File: src/design/rfc_pkg.sv
`default_nettype none
package rfc_pkg;

	localparam int unsigned BYTE_W = 8;
	localparam int unsigned CRC_W  = 16;
	localparam int unsigned NAK_LEN = 6;
	localparam int unsigned CFG_IDX_W = 2;

	localparam logic [CRC_W-1:0] CRC_POLY = 16'h1021;
	localparam logic [CRC_W-1:0] CRC_INIT = 16'h0000;
	localparam logic [CRC_W-1:0] CRC_MSB  = 16'h8000;

	localparam logic [BYTE_W-1:0] START_BYTE_RST = 8'h28;
	localparam logic [BYTE_W-1:0] END_BYTE_RST   = 8'h0D;

	// "(NAKss"
	localparam logic [BYTE_W-1:0] NAK_TEXT [NAK_LEN] = '{8'h28, 8'h4E, 8'h41, 8'h4B, 8'h73, 8'h73};

	typedef enum logic [CFG_IDX_W-1:0] {
		REG_START_BYTE = 2'd0,
		REG_END_BYTE   = 2'd1
	} cfg_reg_t;

	typedef struct packed {
		logic [BYTE_W-1:0] frame_byte;
		logic              frame_end;
		logic              crc_ok;
		logic              nak_seen;
		logic [CRC_W-1:0]  calc_crc;
		logic [CRC_W-1:0]  recv_crc;
		logic [BYTE_W-1:0] frame_length;
	} result_t;

	// CRC-16/XMODEM, one byte, MSB first
	function automatic logic [CRC_W-1:0] crc_feed(input logic [CRC_W-1:0] crc,
		input logic [BYTE_W-1:0] b);
		logic [CRC_W-1:0] c;
		c = crc ^ {b, 8'h00};
		for (int i = 0; i < 8; i++) begin
			if ((c & CRC_MSB) != '0) begin
				c = {c[CRC_W-2:0], 1'b0} ^ CRC_POLY;
			end else begin
				c = {c[CRC_W-2:0], 1'b0};
			end
		end
		return c;
	endfunction

endpackage
`default_nettype wire

File: src/design/response_frame_checker_unit.sv
// channel | valid    | stall     | payload
// rx      | rx_valid | rx_stall  | rx_byte
// res     | res_valid| res_stall | frame_byte frame_end crc_ok nak_seen calc_crc recv_crc
//         |          |           | frame_length
// cfg     | cfg_we   | -         | cfg_index cfg_data
// One byte per cycle while the result is not stalled; rx accept to res_valid passes the
// input register, then frame logic with a one-byte CRC step into the result register.
// Bytes outside a frame are consumed without a result.
// Reset clears the frame state and loads '(' and CR as start and end bytes.
// A stalled result holds; rx_stall rises only when a byte waits behind it.
`default_nettype none
module response_frame_checker_unit #(
	parameter int unsigned MAX_FRAME_LEN = 255
) (
	input  wire                          clk,
	input  wire                          arst_n,
	input  wire                          rx_valid,
	output logic                         rx_stall,
	input  wire [rfc_pkg::BYTE_W-1:0]    rx_byte,
	output logic                         res_valid,
	input  wire                          res_stall,
	output logic [rfc_pkg::BYTE_W-1:0]   frame_byte,
	output logic                         frame_end,
	output logic                         crc_ok,
	output logic                         nak_seen,
	output logic [rfc_pkg::CRC_W-1:0]    calc_crc,
	output logic [rfc_pkg::CRC_W-1:0]    recv_crc,
	output logic [rfc_pkg::BYTE_W-1:0]   frame_length,
	input  wire                          cfg_we,
	input  wire [rfc_pkg::CFG_IDX_W-1:0] cfg_index,
	input  wire [rfc_pkg::BYTE_W-1:0]    cfg_data
);
	import rfc_pkg::*;

	logic [BYTE_W-1:0] start_byte_q;
	logic [BYTE_W-1:0] end_byte_q;
	logic              valid_s1;
	logic [BYTE_W-1:0] byte_s1;
	logic              out_free;
	logic              advance;
	logic              emit;
	result_t           result;
	logic              res_valid_q;
	result_t           res_q;

	always_ff @(posedge clk or negedge arst_n) begin
		if (!arst_n) begin
			start_byte_q <= START_BYTE_RST;
			end_byte_q   <= END_BYTE_RST;
		end else if (cfg_we) begin
			if (cfg_index == REG_START_BYTE) begin
				start_byte_q <= cfg_data;
			end else if (cfg_index == REG_END_BYTE) begin
				end_byte_q <= cfg_data;
			end
		end
	end

	assign out_free = !res_valid_q || !res_stall;
	assign advance  = valid_s1 && out_free;
	assign rx_stall = valid_s1 && !out_free;

	always_ff @(posedge clk or negedge arst_n) begin
		if (!arst_n) begin
			valid_s1 <= 1'b0;
		end else if (rx_valid && !rx_stall) begin
			valid_s1 <= 1'b1;
		end else if (advance) begin
			valid_s1 <= 1'b0;
		end
	end

	always_ff @(posedge clk) begin
		if (rx_valid && !rx_stall) begin
			byte_s1 <= rx_byte;
		end
	end

	rfc_core #(
		.MAX_FRAME_LEN(MAX_FRAME_LEN)
	) u_core (
		.clk       (clk),
		.arst_n    (arst_n),
		.en        (advance),
		.rx_byte   (byte_s1),
		.start_byte(start_byte_q),
		.end_byte  (end_byte_q),
		.emit      (emit),
		.result    (result)
	);

	always_ff @(posedge clk or negedge arst_n) begin
		if (!arst_n) begin
			res_valid_q <= 1'b0;
		end else if (out_free) begin
			res_valid_q <= advance && emit;
		end
	end

	always_ff @(posedge clk) begin
		if (advance && emit) begin
			res_q <= result;
		end
	end

	assign res_valid    = res_valid_q;
	assign frame_byte   = res_q.frame_byte;
	assign frame_end    = res_q.frame_end;
	assign crc_ok       = res_q.crc_ok;
	assign nak_seen     = res_q.nak_seen;
	assign calc_crc     = res_q.calc_crc;
	assign recv_crc     = res_q.recv_crc;
	assign frame_length = res_q.frame_length;

endmodule
`default_nettype wire

File: src/design/rfc_core.sv
`default_nettype none
module rfc_core #(
	parameter int unsigned MAX_FRAME_LEN = 255
) (
	input  wire                      clk,
	input  wire                      arst_n,
	input  wire                      en,
	input  wire [rfc_pkg::BYTE_W-1:0] rx_byte,
	input  wire [rfc_pkg::BYTE_W-1:0] start_byte,
	input  wire [rfc_pkg::BYTE_W-1:0] end_byte,
	output logic                     emit,
	output rfc_pkg::result_t         result
);
	import rfc_pkg::*;

	localparam int unsigned CNT_W = $clog2(MAX_FRAME_LEN + 1);

	logic              in_frame_q;
	logic [CRC_W-1:0]  crc_q;
	logic [BYTE_W-1:0] held_q [2];
	logic [BYTE_W-1:0] recent_q [5];
	logic              nak_q;
	logic [CNT_W-1:0]  cnt_q;

	logic              starting;
	logic              is_end;
	logic [CRC_W-1:0]  crc_e;
	logic [BYTE_W-1:0] held_e [2];
	logic [BYTE_W-1:0] recent_e [5];
	logic              nak_e;
	logic [CNT_W-1:0]  cnt_e;
	logic              match;
	logic              nak_new;
	logic [CNT_W-1:0]  cnt_new;
	logic [CNT_W+7:0]  cnt_ext;
	logic              crc_live;
	logic [CRC_W-1:0]  recv;

	always_comb begin
		starting = !in_frame_q && (rx_byte == start_byte);
		emit     = in_frame_q || starting;
		is_end   = in_frame_q && (rx_byte != start_byte) && (rx_byte == end_byte);

		// a new frame sees cleared state
		crc_e = starting ? CRC_INIT : crc_q;
		nak_e = starting ? 1'b0 : nak_q;
		cnt_e = starting ? '0 : cnt_q;
		for (int i = 0; i < 2; i++) begin
			held_e[i] = starting ? '0 : held_q[i];
		end
		for (int i = 0; i < 5; i++) begin
			recent_e[i] = starting ? '0 : recent_q[i];
		end

		match = (rx_byte == NAK_TEXT[5]);
		for (int i = 0; i < 5; i++) begin
			if (recent_e[i] != NAK_TEXT[i]) begin
				match = 1'b0;
			end
		end
		nak_new = nak_e || match;

		cnt_new  = (cnt_e < CNT_W'(MAX_FRAME_LEN)) ? cnt_e + CNT_W'(1) : cnt_e;
		cnt_ext  = {8'h00, cnt_new};
		crc_live = (cnt_e >= CNT_W'(2));
		recv     = {held_e[0], held_e[1]};

		result              = '0;
		result.frame_byte   = rx_byte;
		result.frame_end    = is_end;
		if (is_end) begin
			result.nak_seen     = nak_new;
			result.frame_length = cnt_ext[7:0];
			if (crc_live) begin
				result.crc_ok   = (recv == crc_e);
				result.calc_crc = crc_e;
				result.recv_crc = recv;
			end
		end
	end

	always_ff @(posedge clk or negedge arst_n) begin
		if (!arst_n) begin
			in_frame_q <= 1'b0;
			crc_q      <= CRC_INIT;
			nak_q      <= 1'b0;
			cnt_q      <= '0;
			for (int i = 0; i < 2; i++) begin
				held_q[i] <= '0;
			end
			for (int i = 0; i < 5; i++) begin
				recent_q[i] <= '0;
			end
		end else if (en && emit) begin
			if (is_end) begin
				in_frame_q <= 1'b0;
				crc_q      <= CRC_INIT;
				nak_q      <= 1'b0;
				cnt_q      <= '0;
				for (int i = 0; i < 2; i++) begin
					held_q[i] <= '0;
				end
				for (int i = 0; i < 5; i++) begin
					recent_q[i] <= '0;
				end
			end else begin
				in_frame_q <= 1'b1;
				crc_q      <= crc_live ? crc_feed(crc_e, held_e[0]) : crc_e;
				nak_q      <= nak_new;
				cnt_q      <= cnt_new;
				held_q[0]  <= held_e[1];
				held_q[1]  <= rx_byte;
				for (int i = 0; i < 4; i++) begin
					recent_q[i] <= recent_e[i+1];
				end
				recent_q[4] <= rx_byte;
			end
		end
	end

endmodule
`default_nettype wire

File: config.mk
export PLATFORM = sky130hd
export DESIGN_NAME = response_frame_checker_unit
export DESIGN_NICKNAME = d
export VERILOG_FILES = /design/src/design/rfc_pkg.sv /design/src/design/response_frame_checker_unit.sv /design/src/design/rfc_core.sv
export SDC_FILE = /design/constraint.sdc
export NUM_CORES = 1
export LEC_CHECK = 0
export ABC_AREA = 1
export BUFFER_PORTS_ARGS = -buffer_cell sky130_fd_sc_hd__buf_2
export CELL_PAD_IN_SITES_DETAIL_PLACEMENT = 0
export CELL_PAD_IN_SITES_GLOBAL_PLACEMENT = 1
export CORE_UTILIZATION = 40
export DETAILED_ROUTE_END_ITERATION = 10
export HOLD_SLACK_MARGIN = 0.08
export PLACE_DENSITY = 0.84
export SLEW_MARGIN = 20
export SYNTH_ARGS = -nofsm -noshare
export SYNTH_HDL_FRONTEND = slang
export SYNTH_SLANG_ARGS = --single-unit
File: constraint.sdc
create_clock -name clk -period 3.5 [get_ports clk]
set_input_delay 0 -clock clk [delete_from_list [all_inputs] [get_ports clk]]
set_output_delay 0 -clock clk [all_outputs]
set_load 0.05 [all_outputs]
==> results.md <==
* Die ar. at 0.0176 mm^2
* Setup TNS Final at 0 ns
* Syn nets at 798
* Post-DP HPWL at 10900 um
* Max frequency at 354 MHz
* Lkg Pwr at 3.96 nW
* Setup Skew at 0.0138 ns
* Clock tree buffer depth at 2
* CP arrival at 2.99 ns
* Drt pass-1 iters at 5
* Count of final setup violators at 0
* Starting Density at 41.0%
* Wire length of the first global-routing pass at 26600 um
* Root Driver: clkbuf_16
* Clk Latency, worst-skew pair at 0.43 ns
* Drt wl/cell at 14.6 um
* Iter 0 DRT Violations at 516
* Final Util at 49.2%
* TritonCTS clock tree: built
* Worst r2r src: byte_s1[6]
* Area growth, synth to finish at 20.0%
* Top FF cell, synth: dfrtp_1
* Power Density at 929 mW/mm^2
* WP data required at 3.67 ns
* Number of flops mapped to enable cells by yosys at 59
* CTS resizes at 0
* Met3 Usage GRT at 4.29%
* Post-CTS setup buffers at 0
* H-tree Lvls at 4
* N_diodes at 0
* Setup ws final at 0.675 ns
* Setup crit end kind: flop
* TritonCTS buffer count at 17
* Worst-margin pin slew at 0.817 ns
* Die X at 133 um
* Post-Synthesis Cell Area at 0.00682 mm^2
* Clk sink count at 143
* Detail Route Antenna Nets at 0
* Fin nets at 893
* Final Routed Wirelength at 16100 um
* Post-CTS Hold Fix Bufs at 21
* Routability Congestion at 0.883
* Hold_sp: cfg_we
* Via/cell ratio at 4.88
* Met2 usage at 30.7%
* Cell row count at 47
* # IOs at 76
* Sequential-to-total area share from yosys stat at 56.9%
* Share of cells above drive strength 1 at 17.9%
* Launch point of the worst path: byte_s1[6]
* Max cap viols at 0
* Met1 usage at 27.5%
* RSZ-0062 raised after global routing: false
* Status: finished clean
* Post-route DRC at 0
* Grt ovf at 0
* Ys async rst share at 58.7%
* Worst hold margin at 0.147 ns
* Yosys cell types at 40
* Syn. warnings at 0
* Fin crit period at 2.82 ns
* Critical path fanouts, max at 32
* Largest net degree at the start of global routing at 64
* Syn avg cell area at 8.83 um^2
* Hold Path Class: primary input to flop
* Max Slew Vio Count at 0
* Clock Pin Slew Worst Setup and Hold Paths at 0.07 ns
* Crit start category: flop
* # port buffers at 75
* Number of synthesized register bits at 143
* Filler cell count at 1606
* Final hold viol count at 0
* Initial antenna violation count at 0
* Vias at 5378
* Die height at 133 um
* Vias in the first global route at 5221
* Setup CP Type: flop to flop
* Slew margin rel. at 45.6%
* GR peak layer: met2
* Global Route Usage Sum at 19.6%
* Period utilization at 80.7%
* Post-synthesis instance total at 773
* Pre-CTS WS at 0.648 ns
* Worst VDD drop at 0.463 mV
* Area post-placement at 0.00735 mm^2
* Most common cell after layout, fill and taps aside: nand2_1
* Final Instance Area at 0.00819 mm^2
* Core region area at 0.0166 mm^2
* Commonest cells after routing, fill and taps aside: 246 x nand2_1, 91 x inv_1, 79 x dfrtp_1, 74 x buf_2, 59 x edfxtp_1
==> layer usage <==
metal	part of all wire (%)	wire, um	vias up
met2	45	7300	134
met1	49	7870	2543
met5	0	0	-
met4	1.0	167	0
met3	4.5	717	16
li1	-	-	2685
==> final timing paths <==
check / endpoint / depth (start not counted) / slack (ns)
worst min-delay path: start_byte_q[3] / 4 / 0.15
worst max-delay path: calc_crc[6] / 15 / 0.68
worst min register to register: u_core.crc_q[5] / 2 / 0.48
min in group asynchronous: u_core.cnt_q[6] / 2 / 0.20
max in group asynchronous: u_core.recent_q[17] / 3 / 2.48
worst max register to register: calc_crc[6] / 15 / 0.68
==> registers in the layout (all words and copies together), names as in the netlist, 8 cells and up <==
name and count:
byte_s1 8, calc_crc 16, end_byte_q 8, frame_byte 8, frame_length 8, recv_crc 16
start_byte_q 8, u_core.cnt_q 8, u_core.crc_q 16, u_core.recent_q 40
==> report_power, final <==
group          internal (W)  total (W)  leakage, nW  switching, W
Combinational      0.000853    0.00302         2.03       0.00216
Clock               0.00118    0.00193        0.304      0.000748
Sequential          0.00231    0.00266         1.62      0.000346
==> cell families (layout without fill, tap and decap cells) <==
family / after synthesis / after routing / synth area share (%)
compound gates: 87 / 87 / 6.99
buf+inv: 124 / 232 / 8.16
flops: 143 / 143 / 56.9
simple gates: 403 / 403 / 25.8
fa+ha+maj: 2 / 2 / 0.367
xor+xnor: 14 / 14 / 1.80
==> Yosys cell counts, types with 6 or more instances <==
cell type / instances / share of area, %
nand2_1: 246 / 14
inv_1: 91 / 5.0
nand3_1: 54 / 4.0
nor2_2: 13 / 1.2
o21ai_0: 55 / 4.0
clkbuf_1: 9 / 0.50
nand4_1: 11 / 1.0
dfrtp_1: 79 / 29
inv_2: 6 / 0.33
xnor2_1: 9 / 1.2
o21ai_1: 6 / 0.44
edfxtp_1: 59 / 26
buf_6: 7 / 1.2
nand2_2: 8 / 0.73
nor2_1: 51 / 2.8
o22ai_1: 13 / 1.2
==> worst max-delay path: stages (launching register included) <==
cell and delay, ns:
edfxtp_1 0.49, xnor2_1 0.18, nand2_1 0.09, nor2_2 0.16
nand3_4 0.20, nand2_1 0.18, inv_1 0.08, ha_1 0.19
inv_1 0.05, nand3_1 0.08, inv_2 0.16, nand2_4 0.16
inv_4 0.15, nor2_4 0.06, inv_6 0.23, nor2_1 0.08
==> metrics by stage <==
step	power, W	std cells
6_report	0.00760	1101
5_1_grt	0.00812	1101
4_1_cts	0.00764	1101
3_5_place_dp	0.00568	1048
3_3_place_gp	0.00567	1048
2_1_floorplan	0.00491	773
==> area by class of cell <==
type | instances | area [um^2] | area share [%]
Clock buffer | 19 | 454 | 5.55
Clock inverter | 13 | 174 | 2.12
Inverter | 99 | 379 | 4.63
Multi-Input combinational cell | 506 | 2390 | 29.1
Sequential cell | 143 | 3880 | 47.4
Tap cell | 220 | 275 | 3.36
Timing Repair Buffer | 101 | 638 | 7.79
Note: power is estimated with default switching activity, not from simulation.
